### src/rtl/chsm_pkg.sv
// Shared types, constants and clamp helpers for the concrete material step.
// Used by chsm_csr, chsm_mul, chsm_div and concrete_hysteresis_material_step.
`default_nettype none

package chsm_pkg;

   // Fixed-point formats: strain Q1.30, ratios Q.30, both units shift by the same amount
   localparam int STRAIN_FRAC_BITS = 30;
   localparam int RATIO_Q          = 30;
   localparam int UNIT_SH          = STRAIN_FRAC_BITS;

   // Divider walks the dividend magnitude shifted left by UNIT_SH
   localparam int DVD_W   = 64 + UNIT_SH;
   localparam int DCNT_W  = $clog2(DVD_W);
   localparam int MUL_STEPS = 4;

   localparam logic signed [63:0] ONE_Q = 64'sd1 <<< RATIO_Q;
   localparam logic signed [63:0] TWO_Q = 64'sd2 <<< RATIO_Q;

   // Ratio polynomial coefficients, Q.30
   localparam logic signed [63:0] K145 = 64'sd155692564;
   localparam logic signed [63:0] K13  = 64'sd139586437;
   localparam logic signed [63:0] K707 = 64'sd759135470;
   localparam logic signed [63:0] K834 = 64'sd895500681;

   // Item modes
   localparam logic [1:0] MODE_EVAL   = 2'd0;
   localparam logic [1:0] MODE_COMMIT = 2'd1;
   localparam logic [1:0] MODE_INIT   = 2'd2;

   // Register map: index = paddr[5:3]
   localparam int CSR_ADDR_W = 6;
   localparam logic [2:0] REG_PEAK_STRESS     = 3'd0;
   localparam logic [2:0] REG_PEAK_STRAIN     = 3'd1;
   localparam logic [2:0] REG_ULTIMATE_STRESS = 3'd2;
   localparam logic [2:0] REG_ULTIMATE_STRAIN = 3'd3;
   localparam logic [2:0] REG_INITIAL_MODULUS = 3'd4;

   localparam logic signed [47:0] PEAK_STRESS_RST     = -48'sd1966080;
   localparam logic signed [31:0] PEAK_STRAIN_RST     = -32'sd2147484;
   localparam logic signed [47:0] ULTIMATE_STRESS_RST = -48'sd393216;
   localparam logic signed [31:0] ULTIMATE_STRAIN_RST = -32'sd4294967;
   localparam logic [46:0]        INITIAL_MODULUS_RST = 47'd983040000;

   typedef enum logic [1:0] {
      LIM_W,
      LIM_48,
      LIM_32
   } lim_type;

   typedef struct packed {
      logic signed [47:0] peak_stress;
      logic signed [31:0] peak_strain;
      logic signed [47:0] ultimate_stress;
      logic signed [31:0] ultimate_strain;
      logic [46:0]        initial_modulus;
   } cfg_type;

   typedef struct packed {
      logic               start_mul;
      logic               start_div;
      logic signed [63:0] a;
      logic signed [63:0] b;
      lim_type            lim;
   } arith_req_type;

   typedef struct packed {
      logic               done;
      logic signed [63:0] value;
      logic               sat;
   } arith_rsp_type;

   typedef struct packed {
      logic signed [63:0] value;
      logic               sat;
   } pack_res_type;

   function automatic logic [63:0] lim_value(lim_type lim);
      logic [63:0] l;
      case (lim)
         LIM_48:  l = 64'h0000_7FFF_FFFF_FFFF;
         LIM_32:  l = 64'h0000_0000_7FFF_FFFF;
         default: l = 64'h3FFF_FFFF_FFFF_FFFF;
      endcase
      return l;
   endfunction

   function automatic logic [63:0] mag(logic signed [63:0] x);
      logic [63:0] r;
      r = x[63] ? (64'd0 - x) : x;
      return r;
   endfunction

   // Apply sign to a magnitude, clamping to +-lim (one more on the negative side)
   function automatic pack_res_type pack(logic neg, logic over, logic [63:0] m, lim_type lim);
      logic [63:0]  l;
      pack_res_type r;
      l = lim_value(lim);
      r.sat = 1'b0;
      if (neg) begin
         if (over || m > l + 64'd1) begin
            r.value = ~l;
            r.sat   = 1'b1;
         end else begin
            r.value = 64'd0 - m;
         end
      end else if (over || m > l) begin
         r.value = l;
         r.sat   = 1'b1;
      end else begin
         r.value = m;
      end
      return r;
   endfunction

   function automatic pack_res_type clamp_val(logic signed [63:0] x, lim_type lim);
      return pack(x[63], 1'b0, mag(x), lim);
   endfunction

endpackage

`default_nettype wire

### src/rtl/chsm_div.sv
// Restoring divider: (|num| << UNIT_SH) / |den|, one quotient bit per cycle,
// early stop once the quotient passes the clamp. Depends on chsm_pkg.
`default_nettype none

module chsm_div (
   input  wire logic                    clock,
   input  wire logic                    reset,
   input  wire chsm_pkg::arith_req_type req,
   output chsm_pkg::arith_rsp_type      rsp
);

   logic                              busy_ff;
   logic [chsm_pkg::DCNT_W-1:0]       cnt_ff;
   logic [chsm_pkg::DVD_W-1:0]        dvd_ff;
   logic [63:0]                       rem_ff;
   logic [63:0]                       q_ff;
   logic [63:0]                       ud_ff;
   logic                              neg_ff;
   chsm_pkg::lim_type                 lim_ff;
   chsm_pkg::arith_rsp_type           rsp_ff;

   logic [63:0] un;
   logic [63:0] ud;
   logic [64:0] rem_sh;
   logic        ge;
   logic [64:0] rem_sub;
   logic [63:0] rem_in;
   logic [63:0] q_in;
   logic        over;

   always_comb begin
      un      = chsm_pkg::mag(req.a);
      ud      = chsm_pkg::mag(req.b);
      rem_sh  = {rem_ff, dvd_ff[chsm_pkg::DVD_W-1]};
      ge      = rem_sh >= {1'b0, ud_ff};
      rem_sub = rem_sh - {1'b0, ud_ff};
      rem_in  = ge ? rem_sub[63:0] : rem_sh[63:0];
      q_in    = {q_ff[62:0], ge};
      over    = q_in > chsm_pkg::lim_value(lim_ff) + 64'd1;
   end

   assign rsp = rsp_ff;

   always_ff @(posedge clock) begin
      if (reset) begin
         busy_ff     <= 1'b0;
         rsp_ff.done <= 1'b0;
      end else begin
         rsp_ff.done <= 1'b0;
         if (req.start_div) begin
            neg_ff <= req.a[63] ^ req.b[63];
            lim_ff <= req.lim;
            if (un == 64'd0) begin
               rsp_ff.value <= 64'sd0;
               rsp_ff.sat   <= 1'b0;
               rsp_ff.done  <= 1'b1;
            end else if (ud == 64'd0) begin
               {rsp_ff.value, rsp_ff.sat} <= chsm_pkg::pack(req.a[63] ^ req.b[63], 1'b1,
                                                            64'd0, req.lim);
               rsp_ff.done <= 1'b1;
            end else begin
               busy_ff <= 1'b1;
               dvd_ff  <= {un, {chsm_pkg::UNIT_SH{1'b0}}};
               rem_ff  <= 64'd0;
               q_ff    <= 64'd0;
               ud_ff   <= ud;
               cnt_ff  <= chsm_pkg::DCNT_W'(chsm_pkg::DVD_W - 1);
            end
         end else if (busy_ff) begin
            rem_ff <= rem_in;
            q_ff   <= q_in;
            dvd_ff <= dvd_ff << 1;
            if (over || cnt_ff == '0) begin
               {rsp_ff.value, rsp_ff.sat} <= chsm_pkg::pack(neg_ff, over, q_in, lim_ff);
               rsp_ff.done <= 1'b1;
               busy_ff     <= 1'b0;
            end else begin
               cnt_ff <= cnt_ff - 1'b1;
            end
         end
      end
   end

endmodule

`default_nettype wire

### config.mk
export PLATFORM = sky130hd
export DESIGN_NAME = chsm_div
export DESIGN_NICKNAME = d
export VERILOG_FILES = /design/src/rtl/chsm_pkg.sv /design/src/rtl/chsm_div.sv
export SDC_FILE = /design/constraint.sdc
export NUM_CORES = 1
export LEC_CHECK = 0
export BUFFER_PORTS_ARGS = -buffer_cell sky130_fd_sc_hd__buf_2
export CAP_MARGIN = 20
export CORE_UTILIZATION = 45
export CTS_BUF_LIST = sky130_fd_sc_hd__clkbuf_4
export DETAILED_ROUTE_END_ITERATION = 8
export GPL_TIMING_DRIVEN = 0
export PLACE_DENSITY = 0.65
export SLEW_MARGIN = 20
export SYNTH_ARGS = -nofsm -noshare
export SYNTH_HDL_FRONTEND = slang
export SYNTH_SLANG_ARGS = --single-unit
### constraint.sdc
create_clock -name clock -period 44.6 [get_ports clock]
set_input_delay 4.46 -clock clock [delete_from_list [all_inputs] [get_ports clock]]
set_output_delay 4.46 -clock clock [all_outputs]
set_load 0.01 [all_outputs]
==> results.md <==
- Clock sink total: approximately 330
- EDFF count, synth: 330
- Max-slew violations: 0
- Max Buffers Root-to-Sink: 3
- Ys async rst share: 0%
- Slew @ Worst Pin: 1.27 ns
- Post-DP HPWL: 65400 um
- Final Critical Period: approximately 9.9 ns
- Final Hold Viols: 0
- CP Max Fanout: 23
- Core ar.: about 54000 um^2
- Post-Synth XOR/XNOR Area: between 6 and 7%
- Syn Inst Count: ~2800
- Clock transition at path regs: ~0.07 ns
- PnR worst setup slack: about 35 ns
- Routability Congestion: between 1 and 1.5
- Pleak: between 0.01 and 0.015 uW
- GRT overflow: 0
- Finished layout cell area: 28300 um^2
- Die X: 237 um
- Vias in the first global route: around 23000
- Number of hold buffers added after cts: 0
- Setup TNS: 0 ns
- Post-Synthesis Cell Area: around 25000 um^2
- Commonest non-fill, non-tap cells in the layout: edfxtp_1, nand2_1, a21oi_1
- Seq/Total Area, Yosys: approximately two fifths
- Largest family of logic cells by synthesized area: simple AND/OR/NAND/NOR gates
- Yosys cell types: between 80 and 90
- Period utilization: 22.1%
- Post-synthesis simple-gate area fraction: a little under a quarter
- Vias: approximately 24000
- Die height: 237 um
- PD cells: between 30 and 40 nW/um^2
- CP endpoint kind: register
- Final nets: 3345
- Most common library cell in the layout ignoring fill and taps: edfxtp_1
- Top_reg_cell synth: edfxtp_1
- DP Area: approximately 27000 um^2
- Dpl ws: roughly 34 ns
- CTS root buf: clkbuf_4
- GR Util All Layers: a little under 30%
- Util after Layout: between 50% and 60%
- Unrepaired setup endpoints after global routing: false
- CP Class: input port to register
- Max Fclk: 101 MHz
- Post-route ant nets: 0
- Num CTS Buffers: 90
- Quantity of gates resized following cts: 0
- Worst skew pair latency: around 0.84 ns
- DIE AREA: 56400 um^2
- # Post-CTS Setup Buffers: 0
- DR iter-0 viols: 2440
- First-pass DRT Iterations: 6
- Hold slack: between 0.4 and 0.5 ns
- H-tree depth: 3
- Routed wire length: 85500 um
- Compound-gate portion of the synthesized area: 19.3%
- CP required: between 40 and 50 ns
- Mux share of post-synthesis cell area: 0.592%
- Num rows: between 80 and 90
- Status: completed
- Worst Setup Start Kind: input port
- Pin count of the biggest net entering global routing: 34
- Area Overhead vs Synth: 13.5%
- Max-cap violations: 0
- Worst path arrival time: 10.42 ns
- Yosys reg bits: around 330
- Drt via density: between 6 and 7
- Clock Skew: about 0.065 ns
- Initial antenna violation count: 1
- Setup-failing EPs final: 0
- IO Port Bufs: roughly 170
- Mapped Nets: 3063
- First-pass GRT wire length: 131000 um
- I/O pin total: 200
- Avg Cell Area, Syn: 8.84 um^2
- DR WL/cell: between 20 and 25 um
- Relative slew slack: between 10 and 15%
- CTS tree: done
- Initial cell density of the core: between 40% and 50%
- Ys Warns: 0
- Peak VDD IR: 0.0156 mV
- Fraction of layout cells with a size suffix above 1: about an eighth
- Synth Area in Adders: 5.45%
- Worst Hold Class: register to register
- DRC Markers: 0
## report_power, final
group          switching [uW]  internal, uW
Sequential               14.8           373
Combinational             161          87.4
Clock                     135           145
Total                     311           605
## cells by family (layout without fill, tap and decap cells)
logic type,count (synthesis),after routing
flip-flops,332,332
AND/OR/NAND/NOR,1135,1135
adder cells (fa/ha/maj),108,108
other,0,1
XOR/XNOR,179,179
buffers and inverters,302,653
AO/OA/AOI/OAI,751,751
multiplexers,14,14
## worst max-delay path, cell delays in order
cell and delay, ns:
buf_2 0.12, inv_1 0.10, ha_1 0.21, or4b_1 0.43, buf_2 0.19, nor4_1 0.74, nand4_1 0.50, or4_1 0.66
o21a_1 0.20, o31ai_1 0.38, o2111ai_1 0.23, nor4b_2 0.74, nor3_2 0.14, o21bai_4 0.37, buf_16 0.24, buf_16 0.16
buf_16 0.16, buf_16 0.17, buf_16 0.17
## layer usage
metal  share of wire [%]  wire (um)  GRT usage (%)  vias to the layer above
met5                   0          0              0                        -
met4                 3.6       3100           12.6                        0
met3                 7.8       6670           4.01                      211
met2                  45      38800           46.8                     1227
met1                  43      36900           40.8                    11487
li1                    -          -              -                    11265
## state kept, by name, indices dropped and copies added, names as in the netlist
signal   count
busy_ff      1
cnt_ff       7
dvd_ff      64
lim_ff       2
neg_ff       1
q_ff        63
rem_ff      64
rsp         66
ud_ff       64
## path summary, 6_finish.rpt
check             startpoint         end  slack (ns)  depth (start not counted)
setup reg to reg  rem_ff[13]     rsp[16]       35.55                         24
hold / removal       busy_ff     busy_ff        0.50                          2
setup / recovery      req[3]  dvd_ff[79]       34.75                         19
hold reg to reg      busy_ff     busy_ff        0.50                          2
## area by class of cell
type | count | area, um^2
tap | 739 | 925
sequential | 332 | 9950
antenna | 1 | 2.50
buffer | 162 | 649
clock inverter | 46 | 302
timing repair buffer | 190 | 1220
multi-input combinational | 2187 | 13900
inverter | 140 | 526
fill | 5185 | 26000
clock buffer | 115 | 863
## synthesized netlist by cell type (7+ instances only)
master	n	area [um^2]
nand3b_1	13	97.6
nand4_1	69	432
o22ai_1	12	75.1
o211ai_1	23	173
nor3b_1	7	52.6
a21oi_1	244	1220
a31oi_1	31	194
nor2b_1	73	457
and3_1	22	138
or3_1	60	375
and2_1	7	43.8
nor2_1	240	901
nand3_1	68	340
xnor2_1	97	850
or4_1	53	398
nor3_1	99	495
nor4_1	64	400
o41ai_1	23	201
o21ai_0	141	706
inv_1	138	518
clkbuf_1	138	518
o21ai_1	18	90.1
edfxtp_1	330	9910
o31a_1	13	114
nand2b_1	27	169
o21a_1	14	105
ha_1	107	1340
xor2_1	82	718
nand4b_1	12	105
or2_2	22	138
nor4b_1	11	96.3
a211oi_1	35	263
a221oi_1	9	78.8
and4_1	13	114
o221ai_1	11	96.3
nand2_1	252	946
mux2i_1	8	80.1
o21bai_1	14	105
o31ai_1	50	375
buf_1	12	45.0
a21o_1	41	308
## through the flow
stage	total power, uW	cells
final	916	3912
after global routing	964	3912
after floorplan	557	2821
after CTS	920	3911
after detailed placement	636	3750
after global placement	633	3731
Note: power is estimated with default switching activity, not from simulation.
