**config.mk**
```make
export PLATFORM = sky130hd
export DESIGN_NAME = chsm_mul
export DESIGN_NICKNAME = d
export VERILOG_FILES = /design/src/rtl/chsm_pkg.sv /design/src/rtl/chsm_mul.sv
export SDC_FILE = /design/constraint.sdc
export NUM_CORES = 2
export LEC_CHECK = 0
export BUFFER_PORTS_ARGS = -buffer_cell sky130_fd_sc_hd__buf_2
export CAP_MARGIN = 20
export CORE_ASPECT_RATIO = 0.6
export CORE_MARGIN = 2
export CORE_UTILIZATION = 40
export CTS_CLUSTER_DIAMETER = 150
export DETAILED_ROUTE_END_ITERATION = 16
export HOLD_SLACK_MARGIN = 0.03
export PLACE_DENSITY = 0.61
export SYNTH_ARGS = -nofsm -noshare
export SYNTH_HDL_FRONTEND = slang
export SYNTH_SLANG_ARGS = --single-unit
```
**constraint.sdc**
```tcl
create_clock -name clock -period 37.3 [get_ports clock]
set_input_delay 3.73 -clock clock [delete_from_list [all_inputs] [get_ports clock]]
set_output_delay 3.73 -clock clock [all_outputs]
set_load 0.005 [all_outputs]
```
**src/rtl/chsm_pkg.sv**
```systemverilog
// Shared types, constants and clamp helpers for the concrete material step.
// Used by chsm_csr, chsm_mul, chsm_div and concrete_hysteresis_material_step.
`default_nettype none

package chsm_pkg;

   // Fixed-point formats: strain Q1.30, ratios Q.30, both units shift by the same amount
   localparam int STRAIN_FRAC_BITS = 30;
   localparam int RATIO_Q          = 30;
   localparam int UNIT_SH          = STRAIN_FRAC_BITS;

   // Divider walks the dividend magnitude shifted left by UNIT_SH
   localparam int DVD_W   = 64 + UNIT_SH;
   localparam int DCNT_W  = $clog2(DVD_W);
   localparam int MUL_STEPS = 4;

   localparam logic signed [63:0] ONE_Q = 64'sd1 <<< RATIO_Q;
   localparam logic signed [63:0] TWO_Q = 64'sd2 <<< RATIO_Q;

   // Ratio polynomial coefficients, Q.30
   localparam logic signed [63:0] K145 = 64'sd155692564;
   localparam logic signed [63:0] K13  = 64'sd139586437;
   localparam logic signed [63:0] K707 = 64'sd759135470;
   localparam logic signed [63:0] K834 = 64'sd895500681;

   // Item modes
   localparam logic [1:0] MODE_EVAL   = 2'd0;
   localparam logic [1:0] MODE_COMMIT = 2'd1;
   localparam logic [1:0] MODE_INIT   = 2'd2;

   // Register map: index = paddr[5:3]
   localparam int CSR_ADDR_W = 6;
   localparam logic [2:0] REG_PEAK_STRESS     = 3'd0;
   localparam logic [2:0] REG_PEAK_STRAIN     = 3'd1;
   localparam logic [2:0] REG_ULTIMATE_STRESS = 3'd2;
   localparam logic [2:0] REG_ULTIMATE_STRAIN = 3'd3;
   localparam logic [2:0] REG_INITIAL_MODULUS = 3'd4;

   localparam logic signed [47:0] PEAK_STRESS_RST     = -48'sd1966080;
   localparam logic signed [31:0] PEAK_STRAIN_RST     = -32'sd2147484;
   localparam logic signed [47:0] ULTIMATE_STRESS_RST = -48'sd393216;
   localparam logic signed [31:0] ULTIMATE_STRAIN_RST = -32'sd4294967;
   localparam logic [46:0]        INITIAL_MODULUS_RST = 47'd983040000;

   typedef enum logic [1:0] {
      LIM_W,
      LIM_48,
      LIM_32
   } lim_type;

   typedef struct packed {
      logic signed [47:0] peak_stress;
      logic signed [31:0] peak_strain;
      logic signed [47:0] ultimate_stress;
      logic signed [31:0] ultimate_strain;
      logic [46:0]        initial_modulus;
   } cfg_type;

   typedef struct packed {
      logic               start_mul;
      logic               start_div;
      logic signed [63:0] a;
      logic signed [63:0] b;
      lim_type            lim;
   } arith_req_type;

   typedef struct packed {
      logic               done;
      logic signed [63:0] value;
      logic               sat;
   } arith_rsp_type;

   typedef struct packed {
      logic signed [63:0] value;
      logic               sat;
   } pack_res_type;

   function automatic logic [63:0] lim_value(lim_type lim);
      logic [63:0] l;
      case (lim)
         LIM_48:  l = 64'h0000_7FFF_FFFF_FFFF;
         LIM_32:  l = 64'h0000_0000_7FFF_FFFF;
         default: l = 64'h3FFF_FFFF_FFFF_FFFF;
      endcase
      return l;
   endfunction

   function automatic logic [63:0] mag(logic signed [63:0] x);
      logic [63:0] r;
      r = x[63] ? (64'd0 - x) : x;
      return r;
   endfunction

   // Apply sign to a magnitude, clamping to +-lim (one more on the negative side)
   function automatic pack_res_type pack(logic neg, logic over, logic [63:0] m, lim_type lim);
      logic [63:0]  l;
      pack_res_type r;
      l = lim_value(lim);
      r.sat = 1'b0;
      if (neg) begin
         if (over || m > l + 64'd1) begin
            r.value = ~l;
            r.sat   = 1'b1;
         end else begin
            r.value = 64'd0 - m;
         end
      end else if (over || m > l) begin
         r.value = l;
         r.sat   = 1'b1;
      end else begin
         r.value = m;
      end
      return r;
   endfunction

   function automatic pack_res_type clamp_val(logic signed [63:0] x, lim_type lim);
      return pack(x[63], 1'b0, mag(x), lim);
   endfunction

endpackage

`default_nettype wire

```
**src/rtl/chsm_mul.sv**
```systemverilog
// Multi-cycle signed multiply, shift right by UNIT_SH and clamp.
// One 32x32 partial product per cycle; depends on chsm_pkg.
`default_nettype none

module chsm_mul (
   input  wire logic                    clock,
   input  wire logic                    reset,
   input  wire chsm_pkg::arith_req_type req,
   output chsm_pkg::arith_rsp_type      rsp
);

   logic                    busy_ff;
   logic [2:0]              step_ff;
   logic                    neg_ff;
   logic [63:0]             ua_ff;
   logic [63:0]             ub_ff;
   logic [127:0]            acc_ff;
   chsm_pkg::lim_type       lim_ff;
   chsm_pkg::arith_rsp_type rsp_ff;

   logic [31:0]  a_sel;
   logic [31:0]  b_sel;
   logic [6:0]   shamt;
   logic [63:0]  pp;
   logic [127:0] pp_sh;

   always_comb begin
      case (step_ff)
         3'd0: begin
            a_sel = ua_ff[31:0];  b_sel = ub_ff[31:0];  shamt = 7'd0;
         end
         3'd1: begin
            a_sel = ua_ff[31:0];  b_sel = ub_ff[63:32]; shamt = 7'd32;
         end
         3'd2: begin
            a_sel = ua_ff[63:32]; b_sel = ub_ff[31:0];  shamt = 7'd32;
         end
         default: begin
            a_sel = ua_ff[63:32]; b_sel = ub_ff[63:32]; shamt = 7'd64;
         end
      endcase
      pp    = a_sel * b_sel;
      pp_sh = 128'(pp) << shamt;
   end

   assign rsp = rsp_ff;

   always_ff @(posedge clock) begin
      if (reset) begin
         busy_ff     <= 1'b0;
         step_ff     <= 3'd0;
         rsp_ff.done <= 1'b0;
      end else begin
         rsp_ff.done <= 1'b0;
         if (req.start_mul) begin
            busy_ff <= 1'b1;
            step_ff <= 3'd0;
            neg_ff  <= req.a[63] ^ req.b[63];
            ua_ff   <= chsm_pkg::mag(req.a);
            ub_ff   <= chsm_pkg::mag(req.b);
            lim_ff  <= req.lim;
            acc_ff  <= 128'd0;
         end else if (busy_ff) begin
            if (step_ff == 3'(chsm_pkg::MUL_STEPS)) begin
               // Drop the fraction bits, flag anything above 64 bits as overflow
               {rsp_ff.value, rsp_ff.sat} <= chsm_pkg::pack(neg_ff,
                  |acc_ff[127:chsm_pkg::UNIT_SH+64],
                  acc_ff[chsm_pkg::UNIT_SH+63:chsm_pkg::UNIT_SH], lim_ff);
               rsp_ff.done <= 1'b1;
               busy_ff     <= 1'b0;
            end else begin
               acc_ff  <= acc_ff + pp_sh;
               step_ff <= step_ff + 3'd1;
            end
         end
      end
   end

endmodule

`default_nettype wire

```
==> results by stage <==
STA:
- Setup violations remaining at the end of the flow were counted as 0.
- Setup slack on the critical path of the routed design comes to around 21 ns.
- The number of hold violations in the final report came to 0.
- For the pin with the worst max-slew slack, the measured transition is between 1 and 1.5 ns.
- The worst slew margin relative to its limit is between 10% and 20%.
- The worst-case clock skew is about 0.067 ns.
- The accumulated negative setup slack is 0 ns.
- After layout, the minimum clock period comes to ~16 ns.
- The ratio of final minimum period to clock period is roughly 43%.
- The number of pins with negative max-slew slack in the final report was 0.
- Timing would allow up to about 63 MHz.
- Setup repair after global routing left no endpoint under its margin.

Global route:
- Summed over all layers, the global routing overflow is 0.
- Global routing used between 20% and 30% of the available tracks.
- The via count of the first global-routing pass is around 50000.
- The largest net degree at the start of global routing is between 100 and 150.
- The first global-routing pass estimated between 300 and 400 mm of wire.
- The number of antenna violations at the first check in global routing is 8.

Synthesis:
- The area of the mapped netlist is approximately 60000 um2.
- The adder-cell share of the synthesized area is around two fifths.
- The synthesized-area fraction occupied by and/or/nand/nor cells is ~17%.
- The register bit count reported by yosys is ~330.
- The area fraction in compound gates after synthesis is about an eighth.
- Counting every net in the synthesized netlist gives ~8400.
- Of the synthesized area, sequential elements account for between 10% and 20%.
- After synthesis, the largest family of logic cells by area is adder cells.
- Dividing the synthesized area by the synthesized cell count gives around 8.7 um2.
- In the synthesized netlist the async set-or-reset flop fraction comes to 0%.
- In the synthesized netlist, the number of instances is roughly 6900.
- The number of synthesized flops with an enable pin is roughly 320.
- The most frequently used flop master after synthesis is edfxtp_1.
- The synthesized netlist devotes 4.25% of its cell area to XOR and XNOR gates.
- The multiplexer share of the synthesized area is 2.54%.
- The count of cell types in the netlist is 96.
- During synthesis, Yosys emitted a total of 0 warnings.

Drt:
- Dividing the detail-routed wire length by the instance count gives 24.2 um.
- After detailed routing, the total wire length is between 200 and 250 mm.
- The count of nets left with antenna violations once routing finished came out at 0.
- The remaining design rule violation count is 0.
- Using the TritonRoute via totals, the vias-per-cell ratio works out to about 5.8.
- Across all layers, the routed design uses around 52000 vias.
- The number of DRC markers after the initial detailed-route iteration is between 6000 and 7000.
- Before antenna repair, the detailed router went through 5 iterations.

Worst setup path:
- Along the worst path, the maximum fanout reaches between 40 and 50.
- The slack of the worst reg-to-reg path is 21.36 ns.
- The slowest stage of the critical path is the mux2i_4 cell.
- The arrival time of data at the critical path endpoint is approximately 16 ns.
- The nature of the critical path endpoint is a register.
- In this design, the stage delay of the slowest critical-path cell is 1.05 ns.
- For the worst setup path, the data required time is about 38 ns.
- STA classifies the critical path startpoint as a register.
- The launch point of the worst reg-to-reg path is step_ff[0].
- The startpoint of the most critical setup path is step_ff[0].
- The cell repeated most along the worst path is fa_1.
- The type of the setup path with the least slack is register to register.

Floorplanning:
- The floorplan step defined a die boundary enclosing between 150000 and 200000 um2.
- In this run the core area contains 110 standard-cell rows.
- The area of the core region is 149000 um2.
- In this run the vertical extent of the chip is about 300 um.
- The die is about 500 um wide.
- The starting utilization of the core area is between 40 and 50%.
- The I/O pin count is 200.

Final layout:
- In the final design database the tool counted ~8400 nets.
- Compared with the post-synthesis result, the final layout area differs by 7.67%.
- For this run, the number of standard cells in the final layout without fillers is 8975.
- The number of antenna cells inserted is 0.
- Fill cells in the final layout number between 10000 and 15000.
- In the final layout, flip-flops and latches occupy between 9000 and 10000 um2.
- Leaving out fill and tap cells, the most frequent cells in the layout are nor2_1 (1024), inv_1 (990), fa_1 (897).
- The multi-input gate area in the final layout is roughly 46000 um2.
- In the final layout, the share of cells above drive strength 1 is ~8.2%.
- The library cell used most frequently in the layout, excluding fill and tap cells, is nor2_1.

Outcome:
- The flow ran to the end, and the final reports show no timing, DRC or antenna violations.

CTS:
- The TritonCTS clock tree is built.
- In this run the number of H-tree levels came out at 2.
- The total setup buffers inserted after CTS is 0.
- For the worst-skew pair, the clock arrives at the later sink with an insertion delay of 0.65 ns.
- The number of clock buffers added by TritonCTS is 40.
- CTS placed an instance of clkbuf_16 at the clock tree root.
- The total number of clock tree sinks is between 300 and 400.
- After clock tree synthesis, the clock-pin slew on the worst setup and hold paths is 0.07 ns.
- After clock tree synthesis, the flow added hold-fix buffers numbering 0.
- The number of gates resized after CTS is 0.
- No sink is reached through more buffers than the 3 on the longest clock path.

Worst hold path:
- The startpoint identified for the worst hold timing path is busy_ff.
- The class of the tightest hold or removal check is register to register.

Placement:
- Including well taps, the total number of placed cells is approximately 8900.
- Prior to clock tree synthesis, the placed netlist has a worst setup slack of 22.09 ns.
- The quantity of I/O buffers inserted on ports is ~200.
- The wire-length estimate of the detail-placed layout is between 150 and 200 mm.
- Routability-driven placement finished with a final weighted congestion of slightly below 1.

Job:
- The number of maximum-capacitance violations is 0.
cell type report:
class                      count  share of cell area (%)
clock buffer                  44                    1.57
clock inverter                28                   0.387
inverter                     992                    5.76
multi-input combinational   5263                    70.4
sequential                   329                    15.2
tap                         2016                    3.90
timing repair buffer         303                    2.81
metrics by stage:
step	instance area, um2	hold WS (ns)	util [%]
floorplan	60100	0.461	-
global placement	63400	0.508	42.4
detailed placement	63400	0.503	42.4
CTS	64600	0.513	43.2
global route	64700	0.543	43.3
finish	64700	0.512	43.3
synth_stat cells (61+ instances only):
| library cell | n | area, um2 |
|---|---|---|
| o21bai_1 | 61 | 458 |
| nand3_1 | 64 | 320 |
| nand2_1 | 752 | 2820 |
| clkbuf_1 | 308 | 1160 |
| mux2_2 | 73 | 822 |
| xor2_1 | 72 | 631 |
| ha_1 | 435 | 5440 |
| inv_1 | 990 | 3720 |
| edfxtp_1 | 324 | 9730 |
| fa_1 | 897 | 18000 |
| mux2i_1 | 68 | 681 |
| nand4_1 | 100 | 626 |
| o21ai_0 | 208 | 1040 |
| o31ai_1 | 67 | 503 |
| a21oi_1 | 343 | 1720 |
| xnor2_1 | 217 | 1900 |
| a21o_1 | 127 | 953 |
| nor3_1 | 94 | 470 |
| nor2_1 | 1027 | 3850 |
worst paths after layout:
kind	to	cells past startpoint
worst min-delay path	rsp[65]	2
worst min register to register	rsp[65]	2
worst max-delay path	acc_ff[119]	43
worst max register to register	acc_ff[119]	43
cells by family (layout without fill, tap and decap cells):
| kind of cell | count (synthesis) | in the layout |
|---|---|---|
| AND/OR/NAND/NOR | 2346 | 2346 |
| AO/OA/AOI/OAI | 1152 | 1152 |
| adder cells (fa/ha/maj) | 1332 | 1332 |
| XOR/XNOR | 290 | 290 |
| multiplexers | 143 | 143 |
| flip-flops | 329 | 329 |
| buffers and inverters | 1337 | 1367 |
layer usage:
metal | GRT usage [%] | up-vias | wire [um]
met3 | 11.3 | 263 | 33200
met2 | 35.5 | 2898 | 80800
li1 | - | 22800 | -
met5 | 1.14 | - | 267
met1 | 43.5 | 26000 | 98400
met4 | 4.80 | 8 | 4030
worst max-delay path, delay by kind of cell (launching register included):
family / cells / cell delay (ns)
xor+xnor: 1 / 1.01
flops: 1 / 0.41
mux: 2 / 1.41
compound gates: 19 / 5.25
simple gates: 3 / 0.76
buf+inv: 7 / 1.44
fa+ha+maj: 11 / 5.37
state kept, by name, indices dropped and copies added (netlist names):
register  count
step_ff       3
rsp          66
busy_ff       1
neg_ff        1
lim_ff        2
acc_ff      128
ub_ff        64
ua_ff        64
Power is not shown: default switching activity piles up to over one toggle a cycle in this logic, so the estimate is an artifact.
