### src/rtl/chsm_pkg.sv
// Shared types, constants and clamp helpers for the concrete material step.
// Used by chsm_csr, chsm_mul, chsm_div and concrete_hysteresis_material_step.
`default_nettype none

package chsm_pkg;

   // Fixed-point formats: strain Q1.30, ratios Q.30, both units shift by the same amount
   localparam int STRAIN_FRAC_BITS = 30;
   localparam int RATIO_Q          = 30;
   localparam int UNIT_SH          = STRAIN_FRAC_BITS;

   // Divider walks the dividend magnitude shifted left by UNIT_SH
   localparam int DVD_W   = 64 + UNIT_SH;
   localparam int DCNT_W  = $clog2(DVD_W);
   localparam int MUL_STEPS = 4;

   localparam logic signed [63:0] ONE_Q = 64'sd1 <<< RATIO_Q;
   localparam logic signed [63:0] TWO_Q = 64'sd2 <<< RATIO_Q;

   // Ratio polynomial coefficients, Q.30
   localparam logic signed [63:0] K145 = 64'sd155692564;
   localparam logic signed [63:0] K13  = 64'sd139586437;
   localparam logic signed [63:0] K707 = 64'sd759135470;
   localparam logic signed [63:0] K834 = 64'sd895500681;

   // Item modes
   localparam logic [1:0] MODE_EVAL   = 2'd0;
   localparam logic [1:0] MODE_COMMIT = 2'd1;
   localparam logic [1:0] MODE_INIT   = 2'd2;

   // Register map: index = paddr[5:3]
   localparam int CSR_ADDR_W = 6;
   localparam logic [2:0] REG_PEAK_STRESS     = 3'd0;
   localparam logic [2:0] REG_PEAK_STRAIN     = 3'd1;
   localparam logic [2:0] REG_ULTIMATE_STRESS = 3'd2;
   localparam logic [2:0] REG_ULTIMATE_STRAIN = 3'd3;
   localparam logic [2:0] REG_INITIAL_MODULUS = 3'd4;

   localparam logic signed [47:0] PEAK_STRESS_RST     = -48'sd1966080;
   localparam logic signed [31:0] PEAK_STRAIN_RST     = -32'sd2147484;
   localparam logic signed [47:0] ULTIMATE_STRESS_RST = -48'sd393216;
   localparam logic signed [31:0] ULTIMATE_STRAIN_RST = -32'sd4294967;
   localparam logic [46:0]        INITIAL_MODULUS_RST = 47'd983040000;

   typedef enum logic [1:0] {
      LIM_W,
      LIM_48,
      LIM_32
   } lim_type;

   typedef struct packed {
      logic signed [47:0] peak_stress;
      logic signed [31:0] peak_strain;
      logic signed [47:0] ultimate_stress;
      logic signed [31:0] ultimate_strain;
      logic [46:0]        initial_modulus;
   } cfg_type;

   typedef struct packed {
      logic               start_mul;
      logic               start_div;
      logic signed [63:0] a;
      logic signed [63:0] b;
      lim_type            lim;
   } arith_req_type;

   typedef struct packed {
      logic               done;
      logic signed [63:0] value;
      logic               sat;
   } arith_rsp_type;

   typedef struct packed {
      logic signed [63:0] value;
      logic               sat;
   } pack_res_type;

   function automatic logic [63:0] lim_value(lim_type lim);
      logic [63:0] l;
      case (lim)
         LIM_48:  l = 64'h0000_7FFF_FFFF_FFFF;
         LIM_32:  l = 64'h0000_0000_7FFF_FFFF;
         default: l = 64'h3FFF_FFFF_FFFF_FFFF;
      endcase
      return l;
   endfunction

   function automatic logic [63:0] mag(logic signed [63:0] x);
      logic [63:0] r;
      r = x[63] ? (64'd0 - x) : x;
      return r;
   endfunction

   // Apply sign to a magnitude, clamping to +-lim (one more on the negative side)
   function automatic pack_res_type pack(logic neg, logic over, logic [63:0] m, lim_type lim);
      logic [63:0]  l;
      pack_res_type r;
      l = lim_value(lim);
      r.sat = 1'b0;
      if (neg) begin
         if (over || m > l + 64'd1) begin
            r.value = ~l;
            r.sat   = 1'b1;
         end else begin
            r.value = 64'd0 - m;
         end
      end else if (over || m > l) begin
         r.value = l;
         r.sat   = 1'b1;
      end else begin
         r.value = m;
      end
      return r;
   endfunction

   function automatic pack_res_type clamp_val(logic signed [63:0] x, lim_type lim);
      return pack(x[63], 1'b0, mag(x), lim);
   endfunction

endpackage

`default_nettype wire

### src/rtl/chsm_csr.sv
// Configuration registers behind an APB-style port.
// Depends on chsm_pkg for the register map and reset values.
`default_nettype none

module chsm_csr (
   input  wire logic                             clock,
   input  wire logic                             reset,
   input  wire logic                             psel,
   input  wire logic                             penable,
   input  wire logic                             pwrite,
   input  wire logic [chsm_pkg::CSR_ADDR_W-1:0]  paddr,
   input  wire logic [63:0]                      pwdata,
   output logic      [63:0]                      prdata,
   output logic                                  pready,
   output chsm_pkg::cfg_type                     cfg
);

   chsm_pkg::cfg_type cfg_ff;
   logic              wr_en;
   logic [2:0]        idx;

   assign wr_en  = psel && penable && pwrite;
   assign idx    = paddr[5:3];
   assign pready = 1'b1;
   assign cfg    = cfg_ff;

   always_ff @(posedge clock) begin
      if (reset) begin
         cfg_ff.peak_stress     <= chsm_pkg::PEAK_STRESS_RST;
         cfg_ff.peak_strain     <= chsm_pkg::PEAK_STRAIN_RST;
         cfg_ff.ultimate_stress <= chsm_pkg::ULTIMATE_STRESS_RST;
         cfg_ff.ultimate_strain <= chsm_pkg::ULTIMATE_STRAIN_RST;
         cfg_ff.initial_modulus <= chsm_pkg::INITIAL_MODULUS_RST;
      end else if (wr_en) begin
         case (idx)
            chsm_pkg::REG_PEAK_STRESS:     cfg_ff.peak_stress     <= pwdata[47:0];
            chsm_pkg::REG_PEAK_STRAIN:     cfg_ff.peak_strain     <= pwdata[31:0];
            chsm_pkg::REG_ULTIMATE_STRESS: cfg_ff.ultimate_stress <= pwdata[47:0];
            chsm_pkg::REG_ULTIMATE_STRAIN: cfg_ff.ultimate_strain <= pwdata[31:0];
            chsm_pkg::REG_INITIAL_MODULUS: cfg_ff.initial_modulus <= pwdata[46:0];
            default: ;
         endcase
      end
   end

   always_comb begin
      case (idx)
         chsm_pkg::REG_PEAK_STRESS:     prdata = 64'(cfg_ff.peak_stress);
         chsm_pkg::REG_PEAK_STRAIN:     prdata = 64'(cfg_ff.peak_strain);
         chsm_pkg::REG_ULTIMATE_STRESS: prdata = 64'(cfg_ff.ultimate_stress);
         chsm_pkg::REG_ULTIMATE_STRAIN: prdata = 64'(cfg_ff.ultimate_strain);
         chsm_pkg::REG_INITIAL_MODULUS: prdata = 64'(cfg_ff.initial_modulus);
         default:                       prdata = 64'd0;
      endcase
   end

endmodule

`default_nettype wire

### config.mk
export PLATFORM = sky130hd
export DESIGN_NAME = chsm_csr
export DESIGN_NICKNAME = d
export VERILOG_FILES = /design/src/rtl/chsm_pkg.sv /design/src/rtl/chsm_csr.sv
export SDC_FILE = /design/constraint.sdc
export NUM_CORES = 1
export LEC_CHECK = 0
export BUFFER_PORTS_ARGS = -buffer_cell sky130_fd_sc_hd__buf_2
export CAP_MARGIN = 5
export CELL_PAD_IN_SITES_DETAIL_PLACEMENT = 1
export CELL_PAD_IN_SITES_GLOBAL_PLACEMENT = 1
export CORE_ASPECT_RATIO = 0.7
export CORE_MARGIN = 3
export CORE_UTILIZATION = 38
export CTS_BUF_LIST = sky130_fd_sc_hd__clkbuf_8
export DETAILED_ROUTE_END_ITERATION = 12
export PLACE_DENSITY_LB_ADDON = 0.15
export SLEW_MARGIN = 10
export SYNTH_ARGS = -nofsm -noshare
export SYNTH_HDL_FRONTEND = slang
export SYNTH_SLANG_ARGS = --single-unit
### constraint.sdc
create_clock -name clock -period 4.2 [get_ports clock]
set_input_delay 0.84 -clock clock [delete_from_list [all_inputs] [get_ports clock]]
set_output_delay 0.84 -clock clock [all_outputs]
set_load 0.02 [all_outputs]
==> results_dict.tcl, run 1 <==
set metrics [dict create \
    status "finished clean" \
    rr_worst_depth 3 \
    cts_tree "done" \
    skew_ns 0 \
    final-seq-area_um2 4140 \
    port_buffers 326 \
    critPathLaunchType "input port" \
    cellPowerDensity_nw_per_um2 352 \
    gp_congestion 0.781 \
    cts_root_buf "clkbuf_8" \
    wl_mm 36.4 \
    dp_cells 1643 \
    hold_start "cfg[49]$_SDFFE_PP0P_" \
    worst_slew_pin_slew_ns 0.923 \
    grt_overflow_total 0 \
    multiInputGateArea_um2 5120 \
    worstPathMaxFanout 17 \
    grt_max_degree 151 \
    p_leak_nw 5.58 \
    cts.sinks 207 \
    path_class "in2out" \
    nets 1431 \
    holdBufCountCts 0 \
    fp.dieW_um 199 \
    synthesis.nets 1156 \
    rsz0062_at_grt "no" \
    rr_endpoint "cfg[4]$_SDFFE_PP0P_" \
    avgSynthCellArea_um2 9.18 \
    hpwl_mm 24.8 \
    finalMaxSlewViolations 0 \
    initial_core_util 0.394 \
    cp_num_buf_inv 3 \
    synthToLayoutAreaGrowth_pct 24.1 \
    fp.dieH_um 141 \
    worstHoldPathType "reg2reg" \
    cpMaxStageDelayCell "nor2b_4" \
    cts_inserted_buffers 36 \
    finalSetupTns_ns 0 \
    cp.required_ns 3.36 \
    cts_resized 0 \
    yosys_warnings 0 \
    grt_usage 0.251 \
    min_period_ns 3.48 \
    grt_pass1_vias 9391 \
    fmax_ghz 0.287 \
    drc 0 \
    holdWs_ns 0.493 \
    route.vias.total 9168 \
    drive_gt1_frac 0.324 \
    synth-edff-count 0 \
    slowest_delay_ns 0.51 \
    core_um2 25200 \
    ioPinCount 347 \
    synthCells 1081 \
    reg2reg_from "cfg[4]$_SDFFE_PP0P_" \
    synth_area_um2 9920 \
    worst_ep_arrival_time_ns 2.64 \
    die_area_um2 28100 \
    r2r_slack_ns 3.38 \
    hold_viol_final 0 \
    setup_viol 0 \
    path_cells "buf_2, nor2b_4, buf_4, a22oi_1, o22ai_1, buf_2" \
    drt.antenna.violating_nets 0 \
    max-slew-margin-rel 0.385 \
    drt-vias-per-instance 5.37 \
    synth_cell_type_count 31 \
    cts_buffer_depth 3 \
    max_cap_viol_count 0 \
    drt_iter0_drc 401 \
    h-tree-depth 2 \
    ys_async_sr_fraction 0 \
    firstDrtPassIters 5 \
    post_cts.repair.setup_buffers 0 \
    hold_end "cfg[49]$_SDFFE_PP0P_" \
    ys_seq_elements 207 \
    grt_first_pass_wirelength_mm 55.5 \
    critPathCaptureType "output port" \
    fillers 3052 \
    ir_drop_mv 0.159 \
    antenna_found_initial 3 \
    timing.final.crit_share 0.829 \
    ys_seq_area_frac 0.418 \
    final_cell_count_no_fill 1707 \
    wl_per_cell_um 21.3 \
    largest_reg_flops 207 \
    crit_family "buffers and inverters" \
    clock_latency_ns 0.49 \
    min_path_cells 2 \
    crit_top_cell "buf_2" \
    clkSlewWorstSetupHoldPaths_ns 0.06 \
    num_rows 48 \
    synth_flop_cell "dfxtp_1" \
]
==> layer usage <==
layer  global-route usage  vias up  share of wire  wire [um]
li1                     -     4327              -          -
met1                0.349     4531           0.47      17100
met2                0.399      271           0.45      16300
met3               0.0621       35          0.071       2590
met4               0.0443        4          0.011        396
met5                    0        -        0.00093         34
==> stage by stage <==
| stage | power, mW | cell area, um2 | setup WS, ns | utilization |
|---|---|---|---|---|
| floorplan | 2.36 | 9920 | 0.225 | - |
| global placement | 2.52 | 11600 | 0.681 | 0.461 |
| detailed placement | 2.53 | 11600 | 0.679 | 0.461 |
| CTS | 4.37 | 12300 | 0.707 | 0.489 |
| global route | 4.51 | 12300 | 0.586 | 0.489 |
| finish | 4.33 | 12300 | 0.719 | 0.489 |
==> kinds of logic (layout without fill, tap and decap cells) <==
family                 Yosys count  in the layout  synth area share
DFF                            207            207             0.418
buffers and inverters          120            420            0.0684
AOI/OAI and AO/OA              230            230             0.140
and+or+nand+nor                327            327             0.172
muxes                          196            196             0.202
other                            1              2          0.000378
==> worst max-delay path by stage <==
stage                      end  cells after the start  slack (ns)     start
finish              prdata[29]                      6        0.72  paddr[3]
global route        prdata[53]                      7        0.59  paddr[3]
CTS                 prdata[29]                      6        0.71  paddr[3]
detailed placement  prdata[29]                      6        0.68  paddr[3]
global placement    prdata[29]                      6        0.68  paddr[3]
floorplan           prdata[48]                      5        0.23  paddr[3]
==> layout make-up <==
| class | instances | share of cell area |
|---|---|---|
| diodes | 1 | 0.000203 |
| clock buffers | 48 | 0.0537 |
| clock inverters | 15 | 0.00478 |
| multi-input cells | 754 | 0.416 |
| flip-flops and latches | 207 | 0.337 |
| well taps | 325 | 0.0330 |
| repair buffers | 357 | 0.155 |
==> placed cells by master (no fill, tap or decap), drive strengths merged, types with 21 or more instances in the layout <==
cell      n
buf     356
dfxtp   207
mux2i   165
nor2    158
o21ai   100
nand2b   76
a22oi    60
clkbuf   49
nor2b    43
o22ai    31
mux2     31
nand3    22
a21oi    21
==> cells in the mapped netlist, types with 19 or more instances <==
master    number  area (um2)
a21oi_1       21         105
a22oi_1       60         450
buf_6         19         214
clkbuf_1      63         236
dfxtp_1      207        4140
mux2_2        31         349
mux2i_1      165        1650
nand2b_1      76         475
nand3_1       22         110
nor2_1       157         589
nor2b_1       43         269
o21ai_0       70         350
o21ai_1       30         150
o22ai_1       31         194
==> worst reg2reg max path, stage by stage, from the launching register on <==
cell and delay, ns:
dfxtp_1 0.38, nor2b_1 0.16, o21ai_0 0.12, o21ai_1 0.09
==> power breakdown <==
group	switching [mW]	internal, mW
registers	0.0127	1.98
clock network	0.832	1.02
logic	0.327	0.165
Note: power is estimated with default switching activity, not from simulation.
==> run 2, diff against run 1 <==
Settings changed: CORE_UTILIZATION 38 to 34.
Clock period 4.2 ns to 2.79 ns, I/O delays scaled along.
==> run 2 against run 1 <==
Compared with the run above: design area grew 1.9%; largest power group unchanged; sequential power grew 51%; worst setup slack lost 0.49 ns; highest routed layer unchanged; clock power grew 46%; combinational power grew 59%; first-iteration DRC count grew 14%; clock skew is the same.
==> results_dict.tcl, run 2 (synthesis results as in run 1) <==
set metrics [dict create \
    grt_first_pass_wirelength_mm 57.6 \
    max_cap_viol_count 0 \
    nets 1446 \
    wl_per_cell_um 21.4 \
    drt.antenna.violating_nets 0 \
    cts_resized 0 \
    holdBufCountCts 0 \
    max-slew-margin-rel 0.496 \
    fp.dieH_um 149 \
    rr_endpoint "cfg[46]$_SDFFE_PP0P_" \
    largest_reg_flops 207 \
    status "finished clean" \
    cellPowerDensity_nw_per_um2 517 \
    num_rows 51 \
    hpwl_mm 26.2 \
    drt_iter0_drc 459 \
    gp_congestion 0.760 \
    port_buffers 326 \
    clock_latency_ns 0.53 \
    cts_buffer_depth 3 \
    gr-usage-met3 0.0467 \
    grtUsageMet1 0.328 \
    core_um2 28300 \
    layout_commonest_cell "buf_2" \
    pre_cts_ws_ns 0.254 \
    synthToLayoutAreaGrowth_pct 26.5 \
    finalSetupTns_ns 0 \
    multiInputGateArea_um2 5140 \
    worst_slew_pin_slew_ns 0.756 \
    final-seq-area_um2 4140 \
    cts_inserted_buffers 36 \
    r2r_slack_ns 1.97 \
    ioPinCount 347 \
    fmax_ghz 0.391 \
    grt_overflow_total 0 \
    hold_viol_final 0 \
    cp.required_ns 2.23 \
    p_leak_nw 5.67 \
    fillers 3358 \
    cts_root_buf "clkbuf_8" \
    fp.dieW_um 210 \
    wl_mm 37.9 \
    setup_ws_ns 0.232 \
    post_cts.repair.setup_buffers 0 \
    cts_tree "done" \
    final_cell_mix "buf_2, dfxtp_1, mux2i_1, nor2_1, nand2b_1" \
    grt_pass1_vias 9437 \
    grt_usage 0.233 \
    critPathCaptureType "output port" \
    cts.sinks 207 \
    route.vias.total 9241 \
    reg2reg_from "cfg[46]$_SDFFE_PP0P_" \
    rsz0062_at_grt "no" \
    die_area_um2 31300 \
    grt_max_degree 118 \
    worstPathMaxFanout 18 \
    grt_busiest_layer "met2" \
    min_period_ns 2.56 \
    rr_worst_depth 3 \
    skew_ns 0 \
    initial_core_util 0.351 \
    antenna_found_initial 5 \
    drc 0 \
    ir_drop_mv 0.285 \
    path_class "in2out" \
    firstDrtPassIters 5 \
    met2_usage 0.372 \
    worstHoldPathType "in2reg" \
    cp-startpoint "paddr[5]" \
    worst_ep_arrival_time_ns 2.00 \
    finalMaxSlewViolations 0 \
    drt-vias-per-instance 5.23 \
    critPathLaunchType "input port" \
    crit_path_end "prdata[7]" \
    clkSlewWorstSetupHoldPaths_ns 0.06 \
    h-tree-depth 2 \
    setup_viol 0 \
    timing.final.crit_share 0.917 \
    drive_gt1_frac 0.330 \
]
## run 2: cell count changes in the layout (fill, tap and decap cells not counted), sizes merged
cell	previous run	this run
buf	356	371
clkbuf	49	47
clkinv	2	0
diode	1	3
inv	13	15
## run 2: power breakdown
part | total (mW) | internal (mW) | leakage, nW | switching [mW]
sequential | 3.00 | 2.98 | 1.67 | 0.0192
clock | 2.71 | 1.47 | 0.411 | 1.24
combinational | 0.781 | 0.269 | 3.59 | 0.512
## run 2: stage by stage
step / std cells / power, mW / hold WS [ns] / area, um2 / utilization
2_1_floorplan: 1081 / 3.56 / 0.555 / 9930 / -
3_3_place_gp: 1704 / 3.84 / 0.473 / 11900 / 0.419
3_5_place_dp: 1704 / 3.84 / 0.483 / 11900 / 0.419
4_1_cts: 1765 / 6.59 / 0.260 / 12500 / 0.444
5_1_grt: 1768 / 6.78 / 0.286 / 12500 / 0.444
6_report: 1768 / 6.49 / 0.298 / 12500 / 0.444
## run 2: area by class of cell
class                      count  share of cell area
multi-input combinational    754               0.410
sequential                   207               0.330
timing repair buffer         372               0.167
clock buffer                  46              0.0505
tap                          371              0.0370
clock inverter                15             0.00449
antenna                        3            0.000598
## run 2: how the worst min path moves through the flow
stage                               start                     to  slack, ns  cells past startpoint
floorplan            cfg[69]$_SDFFE_PP0P_   cfg[69]$_SDFFE_PP0P_       0.56                      2
global placement     cfg[80]$_SDFFE_PP0P_   cfg[80]$_SDFFE_PP0P_       0.47                      2
detailed placement  cfg[128]$_SDFFE_PP0P_  cfg[128]$_SDFFE_PP0P_       0.48                      2
CTS                            pwdata[15]  cfg[174]$_SDFFE_PP0P_       0.26                      3
global route                   pwdata[13]  cfg[172]$_SDFFE_PP0P_       0.29                      3
finish                         pwdata[15]  cfg[174]$_SDFFE_PP0P_       0.30                      3
## run 2: routing by layer
metal | vias up | share of wire
li1 | 4351 | -
met2 | 237 | 0.45
met5 | - | 0.00058
met1 | 4606 | 0.49
met3 | 43 | 0.051
met4 | 4 | 0.015
## run 2: worst max-delay path, cell delays in order
cell and delay [ns]:
buf_2 0.28, nor2b_4 0.21, buf_4 0.32, a22oi_1 0.15, o22ai_1 0.24, buf_2 0.21
==> run 3, diff against run 2 <==
Settings changed: MAX_ROUTING_LAYER set to met4, SLEW_MARGIN 10 to 0.
==> run 3 against run 2 <==
Compared with the run above: sequential share of layout area about the same; utilization about the same; fmax about the same; sequential power about the same; design area about the same; hold slack better by 0.00074 ns; cell count up 0.11%; largest power group unchanged.
==> results_dict.tcl, run 3 (synthesis results as in run 1) <==
set metrics [dict create \
    holdWs_ns 0.299 \
    setup_viol 0 \
    holdBufCountCts 0 \
    cp.required_ns 2.23 \
    grt_overflow_total 0 \
    max_cap_viol_count 0 \
    critPathCaptureType "output port" \
    critPathLaunchType "input port" \
    finalMaxSlewViolations 0 \
    drt_iter0_drc 464 \
    wl_per_cell_um 21.4 \
    power_mw 6.49 \
    path_class "in2out" \
    port_buffers 326 \
    rr_endpoint "cfg[46]$_SDFFE_PP0P_" \
    worst_slew_pin_slew_ns 0.770 \
    finalSetupTns_ns 0 \
    num_rows 51 \
    cts_root_buf "clkbuf_8" \
    ir_drop_mv 0.285 \
    fmax_ghz 0.391 \
    worst_ep_arrival_time_ns 2.00 \
    timing.final.crit_share 0.918 \
    fp.dieH_um 149 \
    route.vias.total 9277 \
    drive_gt1_frac 0.330 \
    grt_max_degree 118 \
    ioPinCount 347 \
    reg2reg_from "cfg[46]$_SDFFE_PP0P_" \
    cts.sinks 207 \
    worstHoldPathType "in2reg" \
    cellPowerDensity_nw_per_um2 517 \
    drt.antenna.violating_nets 0 \
    hold_viol_final 0 \
    gp_congestion 0.770 \
    worstPathMaxFanout 30 \
    slowest_delay_ns 0.36 \
    cts_inserted_buffers 36 \
    fp.dieW_um 210 \
    clock_latency_ns 0.53 \
    crit_top_cell "buf_2" \
    cts_resized 0 \
    firstDrtPassIters 5 \
    cts_tree "done" \
    cpMaxStageDelayCell "mux2_2" \
    r2r_slack_ns 1.96 \
    nets 1446 \
    grt_first_pass_wirelength_mm 57.5 \
    path_cells "buf_2, buf_12, mux2_2, a22oi_1, o22ai_1, buf_2" \
    largest_reg_flops 207 \
    initial_core_util 0.351 \
    grt_usage 0.240 \
    grt_pass1_vias 9442 \
    cp_num_buf_inv 3 \
    finish.utilization 0.444 \
    hpwl_mm 26.2 \
    rsz0062_at_grt "no" \
    skew_ns 0 \
    hold_start "pwdata[15]" \
    min_path_cells 3 \
    synthToLayoutAreaGrowth_pct 26.5 \
    final_cell_mix "buf_2, dfxtp_1, mux2i_1, nor2_1, nand2b_1" \
    min_period_ns 2.56 \
    crit_family "buffers and inverters" \
    status "finished clean" \
    post_cts.repair.setup_buffers 0 \
    drc 0 \
    wl_mm 37.9 \
    cts_buffer_depth 3 \
    layout_commonest_cell "buf_2" \
    clkSlewWorstSetupHoldPaths_ns 0.06 \
    drt-vias-per-instance 5.24 \
    h-tree-depth 2 \
    max-slew-margin-rel 0.487 \
    p_leak_nw 5.67 \
    antenna_found_initial 5 \
    hold_end "cfg[174]$_SDFFE_PP0P_" \
    die_area_um2 31300 \
    core_um2 28300 \
    rr_worst_depth 3 \
]
## run 3: cell count changes in the layout (fill, tap and decap cells not counted)
cell,change
diode_2,+2
## run 3: per-stage QoR
step / std cells / instance area (um2) / setup WS (ns)
floorplan: 1081 / 9930 / 0.247
global placement: 1704 / 11900 / 0.282
detailed placement: 1704 / 11900 / 0.254
CTS: 1765 / 12500 / 0.250
global route: 1770 / 12600 / 0.165
finish: 1770 / 12600 / 0.230
## run 3: worst max-delay path by stage
stage                     startpoint          to  slack, ns  cells past startpoint
final                       paddr[3]   prdata[0]       0.23                      6
after CTS                   paddr[5]   prdata[7]       0.25                      6
after floorplan             paddr[3]  prdata[48]       0.25                      5
after global placement      paddr[3]   prdata[0]       0.28                      6
after detailed placement    paddr[3]   prdata[0]       0.25                      7
after global routing        paddr[5]   prdata[0]       0.17                      6
## run 3: per-layer routing
metal  track usage  vias up  share of wire
li1              -     4359              -
met1         0.328     4626           0.48
met2         0.371      252           0.44
met3        0.0477       40          0.056
met4        0.0525        0          0.015
met5             -        -              0
## run 3: final cells by class
class,instances,area [um2]
Sequential cell,207,4140
Antenna cell,5,12.5
Multi-Input combinational cell,754,5140
Timing Repair Buffer,372,2100
Tap cell,371,464
Fill cell,3360,15700
Clock buffer,46,633
Clock inverter,15,56.3
## run 3: tightest hold or removal path, delay by kind of cell
family | cells | cell delay (ns)
buffers and inverters | 1 | 0.11
AO/OA/AOI/OAI | 1 | 0.05
AND/OR/NAND/NOR | 1 | 0.06
## run 3: power breakdown
group | switching [mW] | total [mW] | leakage, nW | internal (mW)
Sequential | 0.0193 | 3.00 | 1.67 | 2.98
Combinational | 0.512 | 0.780 | 3.59 | 0.269
Clock | 1.24 | 2.71 | 0.411 | 1.47
Total | 1.77 | 6.49 | 5.67 | 4.71
